[config.mk]
export PLATFORM = sky130hd
export DESIGN_NAME = delta_list_timer_queue_top
export DESIGN_NICKNAME = d
export VERILOG_FILES = /design/src/rtl/dltq_pkg.sv /design/src/rtl/dltq_front.sv /design/src/rtl/dltq_cmd_queue.sv /design/src/rtl/dltq_back.sv /design/src/rtl/delta_list_timer_queue_top.sv
export SDC_FILE = /design/constraint.sdc
export NUM_CORES = 2
export LEC_CHECK = 0
export BUFFER_PORTS_ARGS = -buffer_cell sky130_fd_sc_hd__buf_2
export CORE_MARGIN = 2
export CORE_UTILIZATION = 35
export DETAILED_ROUTE_END_ITERATION = 8
export PLACE_DENSITY = 0.61
export REMOVE_ABC_BUFFERS = 1
export SLEW_MARGIN = 20
export SYNTH_ARGS = -nofsm -noshare
export SYNTH_HDL_FRONTEND = slang
export SYNTH_SLANG_ARGS = --single-unit
[constraint.sdc]
create_clock -name i_clk -period 7.3 [get_ports i_clk]
set_clock_uncertainty 0.2 [all_clocks]
set_input_delay 0.365 -clock i_clk [delete_from_list [all_inputs] [get_ports i_clk]]
set_output_delay 0.365 -clock i_clk [all_outputs]
set_load 0.02 [all_outputs]
[src/rtl/dltq_pkg.sv]
package dltq_pkg;

    localparam int DEPTH_DEF    = 16;
    localparam int KEY_BITS_DEF = 16;

    localparam int DELTA_W   = 31;
    localparam int DELAY_W   = 32;
    localparam int TPS_W     = 20;
    localparam int OKEY_W    = 16;
    localparam int PADDR_W   = 3;
    localparam int PDATA_W   = 32;
    localparam int PROD_W    = DELTA_W + TPS_W;

    localparam logic [DELTA_W-1:0] MAX_DELTA = {DELTA_W{1'b1}};
    localparam logic [TPS_W-1:0]   TPS_RESET = TPS_W'(1000);

    // most expirations one tick may report
    localparam int MAX_RESULTS = 16;

    // command queue between front and back, power of two
    localparam int Q_DEPTH = 2;

    localparam logic FUNC_INSERT = 1'b0;
    localparam logic FUNC_TICK   = 1'b1;

    // register index as seen on paddr[2]
    localparam logic REG_TPS = 1'b0;

    typedef enum logic [1:0] {
        KIND_ACK     = 2'd0,
        KIND_FULL    = 2'd1,
        KIND_EXPIRED = 2'd2
    } t_kind;

    typedef struct packed {
        logic               func;
        logic [DELTA_W-1:0] ticks;
        logic [OKEY_W-1:0]  key;
    } t_cmd;

endpackage

[src/rtl/dltq_front.sv]
module dltq_front #(
    parameter int KEY_BITS = dltq_pkg::KEY_BITS_DEF
) (
    input  logic                         i_clk,
    input  logic                         i_rst_n,
    input  logic                         i_in_valid,
    output logic                         o_in_stall,
    input  logic                         i_func,
    input  logic [dltq_pkg::DELAY_W-1:0] i_delay_seconds,
    input  logic [dltq_pkg::OKEY_W-1:0]  i_entry_key,
    input  logic                         psel,
    input  logic                         penable,
    input  logic                         pwrite,
    input  logic [dltq_pkg::PADDR_W-1:0] paddr,
    input  logic [dltq_pkg::PDATA_W-1:0] pwdata,
    output logic [dltq_pkg::PDATA_W-1:0] prdata,
    output logic                         pready,
    output logic                         o_push,
    output dltq_pkg::t_cmd               o_cmd,
    input  logic                         i_q_full
);

    typedef enum logic [2:0] {
        F_IDLE = 3'b001,
        F_MUL  = 3'b010,
        F_SAT  = 3'b100
    } t_fstate;

    localparam logic [63:0] KEY_MASK = (64'd1 << KEY_BITS) - 64'd1;

    t_fstate r_state, n_state;
    logic [dltq_pkg::TPS_W-1:0]   r_tps;
    logic                         r_func;
    logic [dltq_pkg::DELAY_W-1:0] r_delay;
    logic [dltq_pkg::OKEY_W-1:0]  r_key;
    logic [dltq_pkg::PROD_W-1:0]  r_prod;
    logic [dltq_pkg::PROD_W-1:0]  prod_c;
    logic [63:0]                  key_ext;
    logic [dltq_pkg::DELTA_W-1:0] ticks_c;
    logic                         accept;
    logic                         cfg_wr;

    assign accept     = i_in_valid && (r_state == F_IDLE);
    assign o_in_stall = (r_state != F_IDLE);
    assign cfg_wr     = psel && penable && pwrite && (paddr[2] == dltq_pkg::REG_TPS);
    assign pready     = 1'b1;
    assign prdata     = (paddr[2] == dltq_pkg::REG_TPS) ?
                        dltq_pkg::PDATA_W'(r_tps) : '0;

    assign key_ext = 64'(i_entry_key) & KEY_MASK;
    assign prod_c  = r_delay[dltq_pkg::DELTA_W-1:0] * r_tps;

    // negative delay means never, and a product beyond the largest delta saturates: both give the largest delta
    always_comb begin
        if (r_delay[dltq_pkg::DELAY_W-1] ||
            (r_prod > dltq_pkg::PROD_W'(dltq_pkg::MAX_DELTA))) begin
            ticks_c = dltq_pkg::MAX_DELTA;
        end else begin
            ticks_c = r_prod[dltq_pkg::DELTA_W-1:0];
        end
    end

    assign o_push      = (r_state == F_SAT) && !i_q_full;
    assign o_cmd.func  = r_func;
    assign o_cmd.ticks = ticks_c;
    assign o_cmd.key   = r_key;

    always_comb begin
        n_state = r_state;
        case (r_state)
            F_IDLE: begin
                if (accept) n_state = F_MUL;
            end
            F_MUL:  n_state = F_SAT;
            F_SAT: begin
                if (!i_q_full) n_state = F_IDLE;
            end
            default: n_state = F_IDLE;
        endcase
    end

    always_ff @(posedge i_clk) begin
        if (!i_rst_n) begin
            r_state <= F_IDLE;
            r_tps   <= dltq_pkg::TPS_RESET;
        end else begin
            r_state <= n_state;
            if (cfg_wr) r_tps <= pwdata[dltq_pkg::TPS_W-1:0];
        end
    end

    always_ff @(posedge i_clk) begin
        if (accept) begin
            r_func  <= i_func;
            r_delay <= i_delay_seconds;
            r_key   <= key_ext[dltq_pkg::OKEY_W-1:0];
        end
        if (r_state == F_MUL) r_prod <= prod_c;
    end

endmodule

[src/rtl/dltq_cmd_queue.sv]
module dltq_cmd_queue (
    input  logic           i_clk,
    input  logic           i_rst_n,
    input  logic           i_push,
    input  dltq_pkg::t_cmd i_cmd,
    output logic           o_full,
    input  logic           i_pop,
    output logic           o_empty,
    output dltq_pkg::t_cmd o_cmd
);

    localparam int QAW = (dltq_pkg::Q_DEPTH > 1) ? $clog2(dltq_pkg::Q_DEPTH) : 1;
    localparam int QCW = $clog2(dltq_pkg::Q_DEPTH + 1);

    dltq_pkg::t_cmd r_slot [dltq_pkg::Q_DEPTH];
    logic [QAW-1:0] r_wp, r_rp;
    logic [QCW-1:0] r_cnt;
    logic           do_push, do_pop;

    assign o_full  = (r_cnt == QCW'(dltq_pkg::Q_DEPTH));
    assign o_empty = (r_cnt == '0);
    assign do_push = i_push && !o_full;
    assign do_pop  = i_pop && !o_empty;
    assign o_cmd   = r_slot[r_rp];

    // pointers wrap on their own since the depth is a power of two
    always_ff @(posedge i_clk) begin
        if (!i_rst_n) begin
            r_wp  <= '0;
            r_rp  <= '0;
            r_cnt <= '0;
        end else begin
            if (do_push) r_wp <= r_wp + 1'b1;
            if (do_pop)  r_rp <= r_rp + 1'b1;
            r_cnt <= r_cnt + QCW'(do_push) - QCW'(do_pop);
        end
    end

    always_ff @(posedge i_clk) begin
        if (do_push) r_slot[r_wp] <= i_cmd;
    end

endmodule

[src/rtl/dltq_back.sv]
module dltq_back #(
    parameter int DEPTH    = dltq_pkg::DEPTH_DEF,
    parameter int KEY_BITS = dltq_pkg::KEY_BITS_DEF
) (
    input  logic                        i_clk,
    input  logic                        i_rst_n,
    input  logic                        i_q_empty,
    input  dltq_pkg::t_cmd              i_q_cmd,
    output logic                        o_q_pop,
    output logic                        o_out_valid,
    input  logic                        i_out_stall,
    output logic [1:0]                  o_out_kind,
    output logic [dltq_pkg::OKEY_W-1:0] o_out_key,
    output logic                        o_last
);

    localparam int AW = $clog2(DEPTH);
    localparam int CW = $clog2(DEPTH + 1);
    localparam int NW = $clog2(dltq_pkg::MAX_RESULTS + 1);
    localparam int DW = dltq_pkg::DELTA_W;

    typedef enum logic [5:0] {
        ST_IDLE    = 6'b000001,
        ST_INS_RUN = 6'b000010,
        ST_INS_END = 6'b000100,
        ST_TICK_RD = 6'b001000,
        ST_TICK_NX = 6'b010000,
        ST_EMIT    = 6'b100000
    } t_bstate;

    function automatic logic [AW-1:0] ptr_inc(input logic [AW-1:0] p);
        return (p == AW'(DEPTH - 1)) ? '0 : p + 1'b1;
    endfunction

    // list storage, oldest expiration at r_head
    logic [DW-1:0]       r_mem_delta [DEPTH];
    logic [KEY_BITS-1:0] r_mem_key   [DEPTH];
    logic [DW-1:0]       r_rd_delta;
    logic [KEY_BITS-1:0] r_rd_key;

    t_bstate r_state, n_state;
    logic [AW-1:0]       r_head, n_head;
    logic [CW-1:0]       r_count, n_count;
    logic [AW-1:0]       r_ptr, n_ptr;
    logic [CW-1:0]       r_idx, n_idx;
    logic [NW-1:0]       r_nres, n_nres;
    logic [DW-1:0]       r_rem, n_rem;
    logic [KEY_BITS-1:0] r_key, n_key;
    logic                r_walk, n_walk;
    logic [DW-1:0]       r_cd, n_cd;
    logic [KEY_BITS-1:0] r_ck, n_ck;
    dltq_pkg::t_kind     r_res_kind, n_res_kind;
    logic [KEY_BITS-1:0] r_res_key, n_res_key;

    logic                        r_out_valid, n_out_valid;
    logic [1:0]                  r_out_kind, n_out_kind;
    logic [dltq_pkg::OKEY_W-1:0] r_out_key, n_out_key;
    logic                        r_out_last, n_out_last;

    logic                we;
    logic [AW-1:0]       waddr;
    logic [DW-1:0]       wdelta;
    logic [KEY_BITS-1:0] wkey;
    logic [AW-1:0]       rd_addr;
    logic                out_free;
    logic [63:0]         cmd_key_ext;
    logic [63:0]         res_key_ext;

    assign cmd_key_ext = 64'(i_q_cmd.key);
    assign res_key_ext = 64'(r_res_key);
    assign out_free    = !r_out_valid || !i_out_stall;

    assign o_out_valid = r_out_valid;
    assign o_out_kind  = r_out_kind;
    assign o_out_key   = r_out_key;
    assign o_last      = r_out_last;

    always_comb begin
        n_state     = r_state;
        n_head      = r_head;
        n_count     = r_count;
        n_ptr       = r_ptr;
        n_idx       = r_idx;
        n_nres      = r_nres;
        n_rem       = r_rem;
        n_key       = r_key;
        n_walk      = r_walk;
        n_cd        = r_cd;
        n_ck        = r_ck;
        n_res_kind  = r_res_kind;
        n_res_key   = r_res_key;
        n_out_valid = r_out_valid && i_out_stall;
        n_out_kind  = r_out_kind;
        n_out_key   = r_out_key;
        n_out_last  = r_out_last;
        we          = 1'b0;
        waddr       = r_ptr;
        wdelta      = r_cd;
        wkey        = r_ck;
        rd_addr     = r_head;
        o_q_pop     = 1'b0;
        case (r_state)
            ST_IDLE: begin
                if (!i_q_empty) begin
                    o_q_pop   = 1'b1;
                    n_key     = cmd_key_ext[KEY_BITS-1:0];
                    n_rem     = i_q_cmd.ticks;
                    n_res_key = cmd_key_ext[KEY_BITS-1:0];
                    if (i_q_cmd.func == dltq_pkg::FUNC_INSERT) begin
                        if (r_count == CW'(DEPTH)) begin
                            n_res_kind = dltq_pkg::KIND_FULL;
                            n_state    = ST_EMIT;
                        end else begin
                            n_res_kind = dltq_pkg::KIND_ACK;
                            n_walk     = 1'b1;
                            n_ptr      = r_head;
                            n_idx      = '0;
                            n_state    = (r_count == '0) ? ST_INS_END : ST_INS_RUN;
                        end
                    end else if (r_count != '0) begin
                        n_res_kind = dltq_pkg::KIND_EXPIRED;
                        n_state    = ST_TICK_RD;
                    end
                end
            end
            ST_INS_RUN: begin
                // one stored entry per cycle, reads run one slot ahead
                rd_addr = ptr_inc(r_ptr);
                we      = 1'b1;
                if (r_walk) begin
                    if (r_rd_delta < r_rem) begin
                        we    = 1'b0;
                        n_rem = r_rem - r_rd_delta;
                    end else begin
                        wdelta = r_rem;
                        wkey   = r_key;
                        n_cd   = r_rd_delta - r_rem;
                        n_ck   = r_rd_key;
                        n_walk = 1'b0;
                    end
                end else begin
                    n_cd = r_rd_delta;
                    n_ck = r_rd_key;
                end
                n_ptr = ptr_inc(r_ptr);
                n_idx = r_idx + 1'b1;
                if (r_idx == (r_count - CW'(1))) n_state = ST_INS_END;
            end
            ST_INS_END: begin
                we      = 1'b1;
                wdelta  = r_walk ? r_rem : r_cd;
                wkey    = r_walk ? r_key : r_ck;
                n_count = r_count + 1'b1;
                n_state = ST_EMIT;
            end
            ST_TICK_RD: begin
                if (r_rd_delta > DW'(1)) begin
                    we      = 1'b1;
                    waddr   = r_head;
                    wdelta  = r_rd_delta - DW'(1);
                    wkey    = r_rd_key;
                    n_state = ST_IDLE;
                end else begin
                    n_res_key = r_rd_key;
                    n_head    = ptr_inc(r_head);
                    n_count   = r_count - CW'(1);
                    n_nres    = NW'(1);
                    rd_addr   = n_head;
                    if ((n_count != '0) && (n_nres < NW'(dltq_pkg::MAX_RESULTS))) begin
                        n_state = ST_TICK_NX;
                    end else begin
                        n_state = ST_EMIT;
                    end
                end
            end
            ST_TICK_NX: begin
                // pending key goes out once the next front entry is known
                if (out_free) begin
                    n_out_valid = 1'b1;
                    n_out_kind  = r_res_kind;
                    n_out_key   = res_key_ext[dltq_pkg::OKEY_W-1:0];
                    if (r_rd_delta == '0) begin
                        n_out_last = 1'b0;
                        n_res_key  = r_rd_key;
                        n_head     = ptr_inc(r_head);
                        n_count    = r_count - CW'(1);
                        n_nres     = r_nres + 1'b1;
                        rd_addr    = n_head;
                        if (!((n_count != '0) && (n_nres < NW'(dltq_pkg::MAX_RESULTS)))) begin
                            n_state = ST_EMIT;
                        end
                    end else begin
                        n_out_last = 1'b1;
                        n_state    = ST_IDLE;
                    end
                end
            end
            ST_EMIT: begin
                if (out_free) begin
                    n_out_valid = 1'b1;
                    n_out_kind  = r_res_kind;
                    n_out_key   = res_key_ext[dltq_pkg::OKEY_W-1:0];
                    n_out_last  = 1'b1;
                    n_state     = ST_IDLE;
                end
            end
            default: n_state = ST_IDLE;
        endcase
    end

    always_ff @(posedge i_clk) begin
        if (!i_rst_n) begin
            r_state     <= ST_IDLE;
            r_head      <= '0;
            r_count     <= '0;
            r_out_valid <= 1'b0;
        end else begin
            r_state     <= n_state;
            r_head      <= n_head;
            r_count     <= n_count;
            r_out_valid <= n_out_valid;
        end
    end

    always_ff @(posedge i_clk) begin
        r_ptr      <= n_ptr;
        r_idx      <= n_idx;
        r_nres     <= n_nres;
        r_rem      <= n_rem;
        r_key      <= n_key;
        r_walk     <= n_walk;
        r_cd       <= n_cd;
        r_ck       <= n_ck;
        r_res_kind <= n_res_kind;
        r_res_key  <= n_res_key;
        r_out_kind <= n_out_kind;
        r_out_key  <= n_out_key;
        r_out_last <= n_out_last;
    end

    always_ff @(posedge i_clk) begin
        if (we) begin
            r_mem_delta[waddr] <= wdelta;
            r_mem_key[waddr]   <= wkey;
        end
        r_rd_delta <= r_mem_delta[rd_addr];
        r_rd_key   <= r_mem_key[rd_addr];
    end

endmodule

[src/rtl/delta_list_timer_queue_top.sv]
// insert: the front captures, multiplies and saturates, then the back pops, walks and
// shifts the stored entries, writes the tail and sends the result
// tick: the same front steps, then in the back pop, front entry read and the result
// for the first expiration, then one result per further expired key
// throughput is one item per back pass, set by the sequential walk over the list
// reset is synchronous, active low: list empty, ticks_per_second 1000, no clearing pass
module delta_list_timer_queue_top #(
    parameter int DEPTH    = dltq_pkg::DEPTH_DEF,
    parameter int KEY_BITS = dltq_pkg::KEY_BITS_DEF
) (
    input  logic                         i_clk,
    input  logic                         i_rst_n,
    input  logic                         i_in_valid,
    output logic                         o_in_stall,
    input  logic                         i_func,
    input  logic [dltq_pkg::DELAY_W-1:0] i_delay_seconds,
    input  logic [dltq_pkg::OKEY_W-1:0]  i_entry_key,
    output logic                         o_out_valid,
    input  logic                         i_out_stall,
    output logic [1:0]                   o_out_kind,
    output logic [dltq_pkg::OKEY_W-1:0]  o_out_key,
    output logic                         o_last,
    input  logic                         psel,
    input  logic                         penable,
    input  logic                         pwrite,
    input  logic [dltq_pkg::PADDR_W-1:0] paddr,
    input  logic [dltq_pkg::PDATA_W-1:0] pwdata,
    output logic [dltq_pkg::PDATA_W-1:0] prdata,
    output logic                         pready
);

    logic           push, q_full, q_empty, q_pop;
    dltq_pkg::t_cmd push_cmd, q_cmd;

    dltq_front #(
        .KEY_BITS(KEY_BITS)
    ) u_front (
        .i_clk          (i_clk),
        .i_rst_n        (i_rst_n),
        .i_in_valid     (i_in_valid),
        .o_in_stall     (o_in_stall),
        .i_func         (i_func),
        .i_delay_seconds(i_delay_seconds),
        .i_entry_key    (i_entry_key),
        .psel           (psel),
        .penable        (penable),
        .pwrite         (pwrite),
        .paddr          (paddr),
        .pwdata         (pwdata),
        .prdata         (prdata),
        .pready         (pready),
        .o_push         (push),
        .o_cmd          (push_cmd),
        .i_q_full       (q_full)
    );

    dltq_cmd_queue u_queue (
        .i_clk  (i_clk),
        .i_rst_n(i_rst_n),
        .i_push (push),
        .i_cmd  (push_cmd),
        .o_full (q_full),
        .i_pop  (q_pop),
        .o_empty(q_empty),
        .o_cmd  (q_cmd)
    );

    dltq_back #(
        .DEPTH   (DEPTH),
        .KEY_BITS(KEY_BITS)
    ) u_back (
        .i_clk      (i_clk),
        .i_rst_n    (i_rst_n),
        .i_q_empty  (q_empty),
        .i_q_cmd    (q_cmd),
        .o_q_pop    (q_pop),
        .o_out_valid(o_out_valid),
        .i_out_stall(i_out_stall),
        .o_out_kind (o_out_kind),
        .o_out_key  (o_out_key),
        .o_last     (o_last)
    );

endmodule

Word-level counts from Yosys, hierarchy flattened

Memory sizes are Yosys's and may differ from the RTL's. A register that Yosys moved wholly into a read port is not among the register bits.
Cells that the tools add are included.

Memories: 3
Word-level logic and storage cells: 211
Output and inout bits: 54
Register bits after elaboration: 289
Input bits: 91
RAM bits: 848

Memory list:

| name               | depth | bits a word | read ports | clocked after memory_dff | wr ports | RTL line             | RTL |
|---|---|---|---|---|---|---|---|
| u_back.r_mem_delta | 16    | 31          | 1          | 1                        | 1        | dltq_back.sv:36      | `logic [DW-1:0] r_mem_delta [DEPTH];` |
| u_back.r_mem_key   | 16    | 16          | 1          | 1                        | 1        | dltq_back.sv:37      | `logic [KEY_BITS-1:0] r_mem_key [DEPTH];` |
| u_queue.r_slot     | 2     | 48          | 1          | 1                        | 1        | dltq_cmd_queue.sv:15 | `dltq_pkg::t_cmd r_slot [dltq_pkg::Q_DEPTH];` |

Add/subtract/negate cells: 13
Bitwise logic cells: 2
Equality and inequality tests: 31
$lt $le $gt $ge: 4
Multipliers: 1
Reduce and logical (&&, ||, !) cells: 38
Mux-type cells: 93

Operators with widths:

| cell                                                                               | count |
|---|---|
| 31-bit two-way mux                                                                 | 10 |
| 16-bit two-way mux                                                                 | 10 |
| 16-bit one-hot mux with 3 select lines                                             | 2 |
| 31-bit one-hot mux with 3 select lines                                             | 1 |
| 6-bit two-way mux                                                                  | 11 |
| 31-bit one-hot mux with 2 select lines                                             | 1 |
| 31-bit subtractor                                                                  | 2 |
| 51-bit by 31-bit greater-than comparator with 1-bit output (second input constant) | 1 |
| 31-bit by 20-bit multiplier with 51-bit output                                     | 1 |
| 5-bit two-way mux                                                                  | 9 |
| 4-bit two-way mux                                                                  | 10 |
| 6-bit one-hot mux with 6 select lines                                              | 1 |
| 31-bit by 1-bit greater-than comparator with 1-bit output (second input constant)  | 1 |
| 31-bit logical NOT                                                                 | 1 |
| 31-bit less-than comparator                                                        | 1 |
| 31-bit by 1-bit subtractor with 31-bit output (second input constant)              | 1 |
| 1-bit two-way mux                                                                  | 22 |
| 20-bit two-way mux                                                                 | 1 |
| 5-bit one-hot mux with 2 select lines                                              | 2 |
| 4-bit one-hot mux with 2 select lines                                              | 2 |
| 4-bit AND reduction                                                                | 4 |
| 5-bit by 1-bit adder with 5-bit output (second input constant)                     | 3 |
| 5-bit one-hot mux with 3 select lines                                              | 1 |
| 2-bit by 1-bit inequality test with 1-bit output (second input constant)           | 7 |
| other kinds (42)                                                                   | 77 |

Depth between registers and ports, before layout

Depth in word-level cells: 7
Mapped depth: 27

Cells and area by module

Synthesis repeated with hierarchy kept, for this count alone.

Cell total of the unflattened synthesis: 6355
Area, all modules: 70670.3 µm²

Modules (own cells, without submodules):

| module         | cells an instance | instances | area each (µm²) |
|---|---|---|---|
| dltq_back      | 3552              | 1         | 42066.6 |
| dltq_front     | 2627              | 1         | 24827.6 |
| dltq_cmd_queue | 176               | 1         | 3776.1 |

Worst setup path before layout

Ideal clock, no wire load.

Kind: flip-flop to flip-flop
From: register u_front.r_tps[2] (netlist name)
To: register u_front.r_prod[44] (netlist name), data pin
Setup time: 0.265 ns
Clock period less this slack: 7.035 ns
Arrival time: 6.569 ns
Path slack: 0.265 ns
Data required time: 6.835 ns
Cell stages (with the launch flop): 26
Path through: dfxtp_1 clkbuf_1 nand2_1 fa_1 inv_1 fa_1 inv_1 fa_1 fa_1 fa_1 inv_1 fa_1 inv_1 fa_1 inv_1 ha_1 a21o_1 a31o_2 a221oi_1 a21oi_1 o21ai_0 a211oi_1 o21a_1 o21a_1 nor2_1 a211oi_1

Longest elaborated chain between the ends: 1

RTL lines:

| item                                           | RTL line         | RTL |
|---|---|---|
| start: declaration                             | dltq_front.sv:32 | `logic [dltq_pkg::TPS_W-1:0] r_tps;` |
| start signal: assignment                       | dltq_front.sv:85 | `r_tps <= dltq_pkg::TPS_RESET;` |
| start signal: assignment                       | dltq_front.sv:88 | `if (cfg_wr) r_tps <= pwdata[dltq_pkg::TPS_W-1:0];` |
| 31-bit by 20-bit multiplier with 51-bit output | dltq_front.sv:51 | `assign prod_c = r_delay[dltq_pkg::DELTA_W-1:0] * r_tps;` |
| net u_front.prod_c, one bit                    | dltq_front.sv:37 | `logic [dltq_pkg::PROD_W-1:0] prod_c;` |
| end signal: assignment                         | dltq_front.sv:98 | `if (r_state == F_MUL) r_prod <= prod_c;` |
| end: declaration                               | dltq_front.sv:36 | `logic [dltq_pkg::PROD_W-1:0] r_prod;` |

The timed path passes the listed nets, and every way through them passes these cells.
A chain may end at the register's enable or synchronous reset.

Worst setup path after layout

From: register u_front.r_delay[10] (netlist name)
To: register u_front.r_prod[49] (netlist name), data pin

Longest elaborated chain between the ends: 1

RTL lines:

| item                                           | RTL line         | RTL |
|---|---|---|
| start: declaration                             | dltq_front.sv:34 | `logic [dltq_pkg::DELAY_W-1:0] r_delay;` |
| start signal: assignment                       | dltq_front.sv:95 | `r_delay <= i_delay_seconds;` |
| 31-bit by 20-bit multiplier with 51-bit output | dltq_front.sv:51 |  |
| net u_front.prod_c, one bit                    | dltq_front.sv:37 |  |

The timed path passes the listed nets, and every way through them passes these cells.

==> impl_metrics.tcl <==
set metrics [dict create \
    drt_iter0_drc 3264 \
    irDropWorstVdd_v 0.000371 \
    vias 43900 \
    worst-path-stages 27 \
    drive_above_1_share_pct 14.6 \
    first_pass_iters 7 \
    syn_inst 5679 \
    io_pins 145 \
    cpMostUsedCell "fa_1" \
    r2r-start "u_front.r_delay[10]" \
    via_per_inst 5.04 \
    crit_fanout 10 \
    drc 0 \
    cp_slowest_stage_delay_ns 0.57 \
    regToRegEndpoint "u_front.r_prod[49]" \
    cp_data_required_time_ns 7.62 \
    crit_path_start "u_front.r_delay[10]" \
    final_common_cell "edfxtp_1" \
    root_buffer "clkbuf_16" \
    clock.fmax_ghz 0.140 \
    routed_wl_um 175000 \
    grt.total_usage_pct 16.9 \
    die_y_um 452 \
    start_util_pct 35.2 \
    antenna_found_initial 2 \
    worstHoldPathType "input port to flop" \
    synth.distinct_cells 78 \
    coreArea_um2 200000 \
    grt_pass1_vias 45800 \
    ant_nets 0 \
    worstMarginPinSlew_ns 1.10 \
    synth-seq-area-share_pct 49.3 \
    num_rows 164 \
    nets 6804 \
    antenna_cells 0 \
    grt_max_degree 156 \
    instances_no_fill 8716 \
    syn_avg_cell_area_um2 12.4 \
    fp.dieArea_um2 204000 \
    dp_cells 8420 \
    grt_overflow 0 \
    rr_worst_depth 27 \
    synth_ff_type "edfxtp_1" \
    finalCritPeriodShare_pct 98.1 \
    cts_tree "built" \
    ys_ff_latch 1185 \
    crit_family "adder cells" \
    cts-buffers-inserted 116 \
    place_hpwl_um 117000 \
    dieWidth_um 452 \
    wl_per_cell_um 20.0 \
    grt_pass1_wl_um 269000 \
    period_needed_ns 7.16 \
    regToRegSetupSlack_ns 0.14 \
    synth_async_sr_flop_share_pct 0 \
    synth_warnings 0 \
    hold_viol_final 0 \
    critPathArrivalTime_ns 7.48 \
    cts_buffer_depth 3 \
    slew_headroom_pct 26.2 \
    clkTransAtPathRegs_ns 0.07 \
    cap_violations 0 \
    cp-end-kind "flop" \
    htreeDepth 3 \
    gp_congestion 0.869 \
    crit_slowest_cell "fa_1" \
    status "completed" \
    synth_edf_count 1094 \
    setup_viol 0 \
    worst-path-buf-inv 9 \
    cts_sinks 1185 \
    total_power_uw 27300 \
    area_growth_pct 14.6 \
    p_per_area_nw_per_um2 339 \
    critPathKind "flop to flop" \
    maxSlewViolCount 0 \
    startpoint_type "flop" \
    crit_end "u_front.r_prod[49]" \
    clock_latency_ns 0.77 \
    io_buffers 117 \
    total_leakage_power_uw 0.0316 \
    layout_common_cells "edfxtp_1, inv_1, nand2_1" \
    syn_area_um2 70300 \
]
registers in the layout, indices dropped and copies added, names as in the netlist, 6 cells and up, named ones only:
| register | cells |
|---|---|
| u_back.r_mem_delta | 496 |
| u_back.r_mem_key | 256 |
| u_queue.r_slot | 96 |
| u_front.r_prod | 51 |
| u_front.r_delay | 32 |
| u_back.r_cd | 31 |
| u_back.r_rd_delta | 31 |
| u_back.r_rem | 31 |
| u_front.r_tps | 20 |
| u_back.o_out_key | 16 |
| u_back.r_ck | 16 |
| u_back.r_key | 16 |
| u_back.r_rd_key | 16 |
| u_back.r_res_key | 16 |
| u_front.r_key | 16 |
| u_back.r_state | 6 |
metal layers:
layer / vias up / share of wire [%] / GRT usage, %
li1: 20100 / - / -
met1: 22400 / 44 / 23.1
met2: 1219 / 48 / 28.5
met3: 233 / 5.7 / 2.19
met4: 2 / 2.0 / 3.98
met5: - / 0.0074 / 0
worst min-delay path by stage:
stage	start	end	slack [ns]	depth (start not counted)
2_1_floorplan	u_back.r_res_key[0]	u_back.o_out_key[0]	0.20	0
5_1_grt	i_delay_seconds[21]	u_front.r_delay[21]	0.04	2
3_3_place_gp	u_back.r_res_key[7]	u_back.o_out_key[7]	0.20	0
6_report	i_delay_seconds[20]	u_front.r_delay[20]	0.1	2
4_1_cts	i_delay_seconds[23]	u_front.r_delay[23]	0.005	2
3_5_place_dp	u_back.r_res_key[12]	u_back.o_out_key[12]	0.20	0
through the flow:
step | setup TNS [ns] | utilization (%) | setup slack [ns] | hold WS (ns) | cell area [µm²]
global placement | -0.906 | 37.9 | -0.219 | 0.201 | 75600
global route | -0.0205 | 40.3 | -0.0205 | 0.0432 | 80600
floorplan | -803.82 | - | -17.10 | 0.200 | 68900
detailed placement | -2.09 | 37.9 | -0.325 | 0.205 | 75700
finish | 0 | 40.3 | 0.142 | 0.0975 | 80600
CTS | 0 | 40.2 | 0.0358 | 0.00522 | 80300
timing repair:
action	in CTS	in global routing
gates resized for setup	6	38
endpoints found under the hold margin	82	0
setup endpoints to repair	12	20
buffers inserted	0	5
hold buffers	72	0
pin swaps	0	11
cells in the mapped netlist, types with 37 or more instances:
cell type / instances / area share, %
edfxtp_1: 1094 / 47
inv_1: 660 / 3.5
nand2_1: 634 / 3.4
fa_1: 520 / 15
and2_1: 303 / 2.7
clkbuf_1: 252 / 1.3
mux2i_1: 250 / 3.6
ha_1: 234 / 4.2
a21oi_1: 200 / 1.4
nor2_1: 169 / 0.90
o21ai_0: 142 / 1.0
mux2_2: 115 / 1.8
xnor2_1: 110 / 1.4
dfxtp_1: 91 / 2.6
a221o_1: 69 / 0.98
a21o_1: 66 / 0.70
o211ai_1: 53 / 0.57
o21ai_1: 49 / 0.35
mux4_2: 46 / 1.5
nand2b_1: 45 / 0.40
nand3_1: 43 / 0.31
nor2b_1: 40 / 0.36
o22ai_2: 40 / 0.71
xor2_1: 37 / 0.46
layout make-up:
| type | count | area [µm²] |
|---|---|---|
| timing repair buffer | 483 | 3970 |
| multi-input combinational | 3513 | 32200 |
| clock buffer | 157 | 3190 |
| fill | 18600 | 119000 |
| inverter | 660 | 2480 |
| tap | 2656 | 3320 |
| clock inverter | 62 | 724 |
| sequential | 1185 | 34700 |
cell families (layout without fill, tap and decap cells):
kind of cell | Yosys count | after routing | share of synthesized area [%]
DFF | 1185 | 1185 | 49.3
and+or+nand+nor | 1372 | 1372 | 9.38
buffers and inverters | 992 | 1362 | 5.59
xor gates and xnor gates | 147 | 147 | 1.83
adders and majority gates | 754 | 754 | 19.0
AOI/OAI and AO/OA | 816 | 816 | 7.99
other | 2 | 13 | 0.0107
muxes | 411 | 411 | 6.88
where the power goes:
group	internal, µW	switching (µW)	leakage, µW	total [µW]
registers	8320	202	0.0108	8520
clock network	3480	2650	0.00189	6130
logic	5630	7000	0.0189	12600
total	17400	9860	0.0316	27300
(Power assumes the default switching activity.)
